File: config.mk
export PLATFORM = sky130hd
export DESIGN_NAME = teq_ctrl
export DESIGN_NICKNAME = d
export VERILOG_FILES = /design/src/design/timer_event_queue_top_macros.svh /design/src/design/teq_pkg.sv /design/src/design/teq_ctrl.sv
export SDC_FILE = /design/constraint.sdc
export NUM_CORES = 1
export LEC_CHECK = 0
export BUFFER_PORTS_ARGS = -buffer_cell sky130_fd_sc_hd__buf_2
export CAP_MARGIN = 15
export CORE_AREA = 4 4 41 43
export DETAILED_ROUTE_END_ITERATION = 10
export DIE_AREA = 0 0 45 47
export GPL_TIMING_DRIVEN = 0
export HOLD_SLACK_MARGIN = 0.06
export PLACE_DENSITY = 0.8
export SETUP_SLACK_MARGIN = 0.4
export SLEW_MARGIN = 20
export SYNTH_ARGS = -nofsm -noshare
export SYNTH_HDL_FRONTEND = slang
export SYNTH_SLANG_ARGS = --single-unit
File: constraint.sdc
create_clock -name clk -period 2.1 [get_ports clk]
set_input_delay 0.21 -clock clk [delete_from_list [all_inputs] [get_ports clk]]
set_output_delay 0.21 -clock clk [all_outputs]
set_load 0.01 [all_outputs]
File: src/design/timer_event_queue_top_macros.svh
// Assertion macros shared by the timer event queue design.
`ifndef TIMER_EVENT_QUEUE_TOP_MACROS_SVH
`define TIMER_EVENT_QUEUE_TOP_MACROS_SVH
// Implication checked on every clock edge outside reset.
`define TEQ_ASSERT_IMP(lbl, ante, cons) \
  lbl: assert property (@(posedge clk) disable iff (!rst_n) (ante) |-> (cons)) \
    else $error("timer queue check failed");
// Next-cycle implication checked outside reset.
`define TEQ_ASSERT_NXT(lbl, ante, cons) \
  lbl: assert property (@(posedge clk) disable iff (!rst_n) (ante) |=> (cons)) \
    else $error("timer queue check failed");
`endif

File: src/design/teq_pkg.sv
// Shared types and constants of the timer event queue.
package teq_pkg;
  localparam int Capacity  = 32;
  localparam int IdWidth   = 8;
  localparam int MaxFire   = 32;
  localparam int CntW      = $clog2(Capacity + 1);

  typedef enum logic [1:0] {
    FUNC_ATTACH = 2'd0,
    FUNC_DETACH = 2'd1,
    FUNC_TICK   = 2'd2,
    FUNC_NONE   = 2'd3
  } func_t;

  typedef enum logic [1:0] {
    ST_OK       = 2'd0,
    ST_FULL     = 2'd1,
    ST_ABSENT   = 2'd2
  } status_t;

  typedef enum logic [2:0] {
    S_IDLE,
    S_INSERT,
    S_FIRE,
    S_OUT
  } ctl_state_t;

  // Controller to datapath.
  typedef struct packed {
    logic load;      // capture the request and search the table
    logic remove;    // delete the slot found by the search
    logic insert;    // insert the captured event
    logic pop;       // fire the head slot
    status_t res_status;
    logic res_last;
  } teq_cmd_t;

  // Datapath to controller.
  typedef struct packed {
    func_t func;
    logic  found;
    logic  full;        // table full after removal of a found id
    logic  head_due;
    logic  next_due;    // the slot behind the head is also due
    logic [CntW-1:0] occ;
  } teq_stat_t;
endpackage

File: src/design/teq_ctrl.sv
// Controller state machine sequencing search, update and result delivery.
module teq_ctrl (
  input  logic                 clk,
  input  logic                 rst_n,
  input  logic                 in_valid,
  output logic                 in_stall,
  output logic                 out_valid,
  input  logic                 out_stall,
  input  teq_pkg::teq_stat_t   stat,
  output teq_pkg::teq_cmd_t    cmd,
  output logic                 res_load
);
  teq_pkg::ctl_state_t state_r, state_nxt;
  logic       ov_r, ov_nxt;
  logic [5:0] fired_r, fired_nxt;
  logic       slot_free;
  logic       more;

  assign slot_free = !ov_r || !out_stall;
  assign out_valid = ov_r;

  always_ff @(posedge clk) begin
    if (!rst_n) begin
      state_r <= teq_pkg::S_IDLE;
      ov_r    <= 1'b0;
      fired_r <= '0;
    end else begin
      state_r <= state_nxt;
      ov_r    <= ov_nxt;
      fired_r <= fired_nxt;
    end
  end

  always_comb begin
    state_nxt      = state_r;
    cmd            = '0;
    cmd.res_status = teq_pkg::ST_OK;
    res_load       = 1'b0;
    fired_nxt      = fired_r;
    ov_nxt         = ov_r && out_stall;
    in_stall       = 1'b1;
    more           = 1'b0;
    case (state_r)
      teq_pkg::S_IDLE: begin
        in_stall = 1'b0;
        if (in_valid) begin
          cmd.load  = 1'b1;
          fired_nxt = '0;
          state_nxt = teq_pkg::S_INSERT;
        end
      end
      teq_pkg::S_INSERT: begin
        case (stat.func)
          teq_pkg::FUNC_ATTACH, teq_pkg::FUNC_DETACH: begin
            if (stat.found) begin
              cmd.remove = 1'b1;
              state_nxt  = teq_pkg::S_OUT;
            end else begin
              state_nxt = teq_pkg::S_OUT;
            end
          end
          teq_pkg::FUNC_TICK: state_nxt = teq_pkg::S_FIRE;
          default: state_nxt = teq_pkg::S_OUT;
        endcase
      end
      teq_pkg::S_FIRE: begin
        if (slot_free) begin
          more = stat.head_due && (fired_r < 6'(teq_pkg::MaxFire));
          res_load = 1'b1;
          ov_nxt   = 1'b1;
          if (more) begin
            cmd.pop      = 1'b1;
            fired_nxt    = fired_r + 1'b1;
            cmd.res_last = !stat.next_due || (fired_r + 1'b1 == 6'(teq_pkg::MaxFire));
            if (cmd.res_last) state_nxt = teq_pkg::S_IDLE;
          end else if (fired_r == '0) begin
            cmd.res_last = 1'b1;
            state_nxt    = teq_pkg::S_IDLE;
          end else begin
            // Previous fire was not flagged last; cannot happen with lookahead.
            res_load     = 1'b0;
            ov_nxt       = ov_r && out_stall;
            state_nxt    = teq_pkg::S_IDLE;
          end
        end
      end
      teq_pkg::S_OUT: begin
        if (slot_free) begin
          res_load     = 1'b1;
          ov_nxt       = 1'b1;
          cmd.res_last = 1'b1;
          state_nxt    = teq_pkg::S_IDLE;
          if (stat.func == teq_pkg::FUNC_ATTACH) begin
            if (stat.full) cmd.res_status = teq_pkg::ST_FULL;
            else           cmd.insert     = 1'b1;
          end else if (stat.func == teq_pkg::FUNC_DETACH && !stat.found) begin
            cmd.res_status = teq_pkg::ST_ABSENT;
          end
        end
      end
      default: state_nxt = teq_pkg::S_IDLE;
    endcase
  end
endmodule

==> run_results.csv <==
group,metric,value,unit
synth,ys_seq_elements,9,
global_routing,grt_pass1_vias,599,
pwr,p_total,425.4,uW
floorplanning,die_x,45,um
flow_run,max_cap_violations,0,
sta,finalMaxSlewViolations,0,
global_routing,grtUsageMet1,0.1789,
sta,max_freq,508.6,MHz
final_layout,final_nets,122,
global_routing,antenna_found_initial,0,
setup_path,path_delay_family,"simple AND/OR/NAND/NOR gates",
sta,tns,0,ns
detailed_routing,drt-pass1-iter-count,4,
setup_path,path_cells,"inv_2 -> ha_4 -> or4b_4 -> a21oi_4 -> o21a_2 -> and2_4 -> buf_6",
cts,cts_tree,"yes",
final_layout,drive_gt1_frac,0.3883,
setup_path,crit_required,1.89,ns
detailed_routing,drc,0,
min_path,min-delay-start,"rst_n",
floorplanning,die_h,47,um
synth,async_reset_ff_frac,0,
cts,cts.path.max_buffers,2,
floorplanning,die-area,0.002115,mm2
detailed_routing,wirelength,1.487,mm
final_layout,fin_area,802.0,um2
synth,synth_area,565.5,um2
min_path,hold_path_depth,3,
min_path,hold_class,"input pin to flop",
placement,place_congestion,0.8347,
final_layout,layout_common_cells,"17 x buf_2, 13 x nand2_1, 7 x o21ai_0, 6 x dfxtp_1",
setup_path,critical_path_class,"flop to output pin",
synth,synth-edff-count,0,
global_routing,track_usage,0.1569,
sta,skew,0.0004705,ns
sta,finalHoldViolations,0,
placement,port_buffers,19,
setup_path,reg2reg_from,"fired_r[0]",
pwr,ir_drop,367.2,uV
detailed_routing,via_per_inst,5.407,
global_routing,use_met3,0.05364,
final_layout,final_common_cell,"buf_2",
placement,placed_area,679.4,um2
synth,syn_nets,93,
detailed_routing,vias,638,
setup_path,r2r_cells,6,
placement,post-dp-hpwl,1.080,mm
setup_path,max_stage_delay,0.46,ns
cts,path_clk_slew,0.06,ns
detailed_routing,drt_iter0_drc,23,
cts,cts.sinks,9,
setup_path,r2r_slack,0.68,ns
sta,finalSetupViolations,0,
global_routing,grt_util_met2,0.2684,
synth,synthesis.instances,75,
cts,numCtsBuffers,3,
global_routing,grt_pass1_wl,2.421,mm
pwr,p_per_area,530.4,mW/mm2
sta,relSlewSlack,0.7534,
setup_path,critPathSlowestCell,"or4b_4",
setup_path,start_kind,"flop",
final_layout,antenna_cells,0,
min_path,hold_end,"fired_r[4]",
setup_path,r2r-end,"out_valid",
synth,post_synth.cell_area_avg,7.541,um2
sta,fin_crit_sh,0.9363,
detailed_routing,wl_per_cell,12.60,um
global_routing,grt_busiest_layer,"met2",
floorplanning,core_area,0.001301,mm2
floorplanning,start_util,0.4346,
cts,cts-root-buf,"clkbuf_4",
pwr,leakagePower,0.0003607,uW
setup_path,path_buf_inv,2,
sta,rsz0062_at_grt,"yes",
sta,period_needed,1.966,ns
global_routing,grt_max_degree,11,
final_layout,syn2layout_area_growth,41.81,%
floorplanning,num_rows,13,
setup_path,cp-end-kind,"output pin",
floorplanning,pin_count,26,
global_routing,gr-total-overflow,0,
synth,synth-seq-area-share,0.3186,
synth,yosysWarnings,0,
synth,yosysUniqueCellTypes,25,
cts,h-tree-depth,1,
sta,worst_pin_slew,0.3699,ns
status,status,"complete, no violations",
cts,clk-insertion-delay-late,0.26,ns
synth,synthFlopType,"dfxtp_1",
setup_path,cp_max_fo,2,
detailed_routing,ant_nets,0,
setup_path,crit_arrival,1.76,ns
[through the flow]
stage	worst slack (ns)	hold WS, ns	instances	util
after floorplan	0.4635	0.3756	75	-
after global placement	0.3430	0.4934	109	0.5221
after detailed placement	0.3255	0.5034	109	0.5221
after CTS	0.1524	0.2556	115	0.5644
after global routing	0.07735	0.2636	118	0.6163
final	0.1338	0.2650	118	0.6163
[synth_stat cells (2+ instances only)]
cell type | number | area, um2
a21boi_1 | 2 | 15.01
a21oi_1 | 2 | 10.01
a32oi_1 | 2 | 17.52
and2_1 | 2 | 12.51
clkbuf_1 | 2 | 7.510
dfxtp_1 | 9 | 180.2
ha_1 | 2 | 25.02
inv_1 | 5 | 18.77
nand2_1 | 13 | 48.80
nand3_1 | 3 | 15.01
nand3b_1 | 2 | 15.01
nor2_1 | 2 | 7.510
nor2b_1 | 5 | 31.28
nor3b_1 | 5 | 37.54
o211ai_1 | 2 | 15.01
o21ai_0 | 7 | 35.03
o22ai_1 | 2 | 12.51
[worst max-delay path by stage]
stage	startpoint	to	cells past startpoint
5_1_grt	fired_r[1]	cmd[0]	7
3_3_place_gp	fired_r[0]	cmd[0]	7
6_report	fired_r[0]	cmd[0]	7
4_1_cts	fired_r[0]	cmd[0]	7
3_5_place_dp	fired_r[0]	cmd[0]	7
2_1_floorplan	fired_r[0]	cmd[0]	6
[power breakdown]
part | switching (uW) | internal [uW]
logic | 53.8 | 53.9
clock network | 60.2 | 73.2
registers | 6.09 | 178
total | 120 | 305
[per-layer routing]
layer	vias to the layer above	routed length, um
li1	323	-
met1	286	644
met2	26	687
met3	3	135
met4	0	20
met5	-	0
[registers in the layout, summed over array words and instances (netlist names)]
register	count
fired_r	6
out_valid	1
state_r	2
[cells by family after synthesis]
logic type      count (synthesis)  synth area share
buf+inv                         8           0.05310
simple gates                   37            0.3695
compound gates                 19            0.2146
flops                           9            0.3186
fa+ha+maj                       2           0.04424
[repair_timing]
action | in CTS | in global routing
pin swaps | 1 | 3
hold buffers | 0 | 0
gates resized for setup | 7 | 11
setup buffers | 2 | 3
setup endpoints to repair | 6 | 6
[worst register-to-register path, stage by stage (launching register included)]
cell and delay (ns):
dfxtp_2 0.32, inv_2 0.07, ha_4 0.11, or4b_4 0.46, a21oi_4 0.17, o21ai_0 0.09, a21boi_1 0.13
[layout make-up]
class	instances	area [um2]
clock buffer	4	26.28
timing repair buffer	24	145.1
inverter	6	22.52
sequential	9	183.9
fill	123	499.2
buffer	2	8.758
tap	15	18.77
multi-input combinational	58	396.6
No activity file was read; power rests on OpenSTA's default activity.
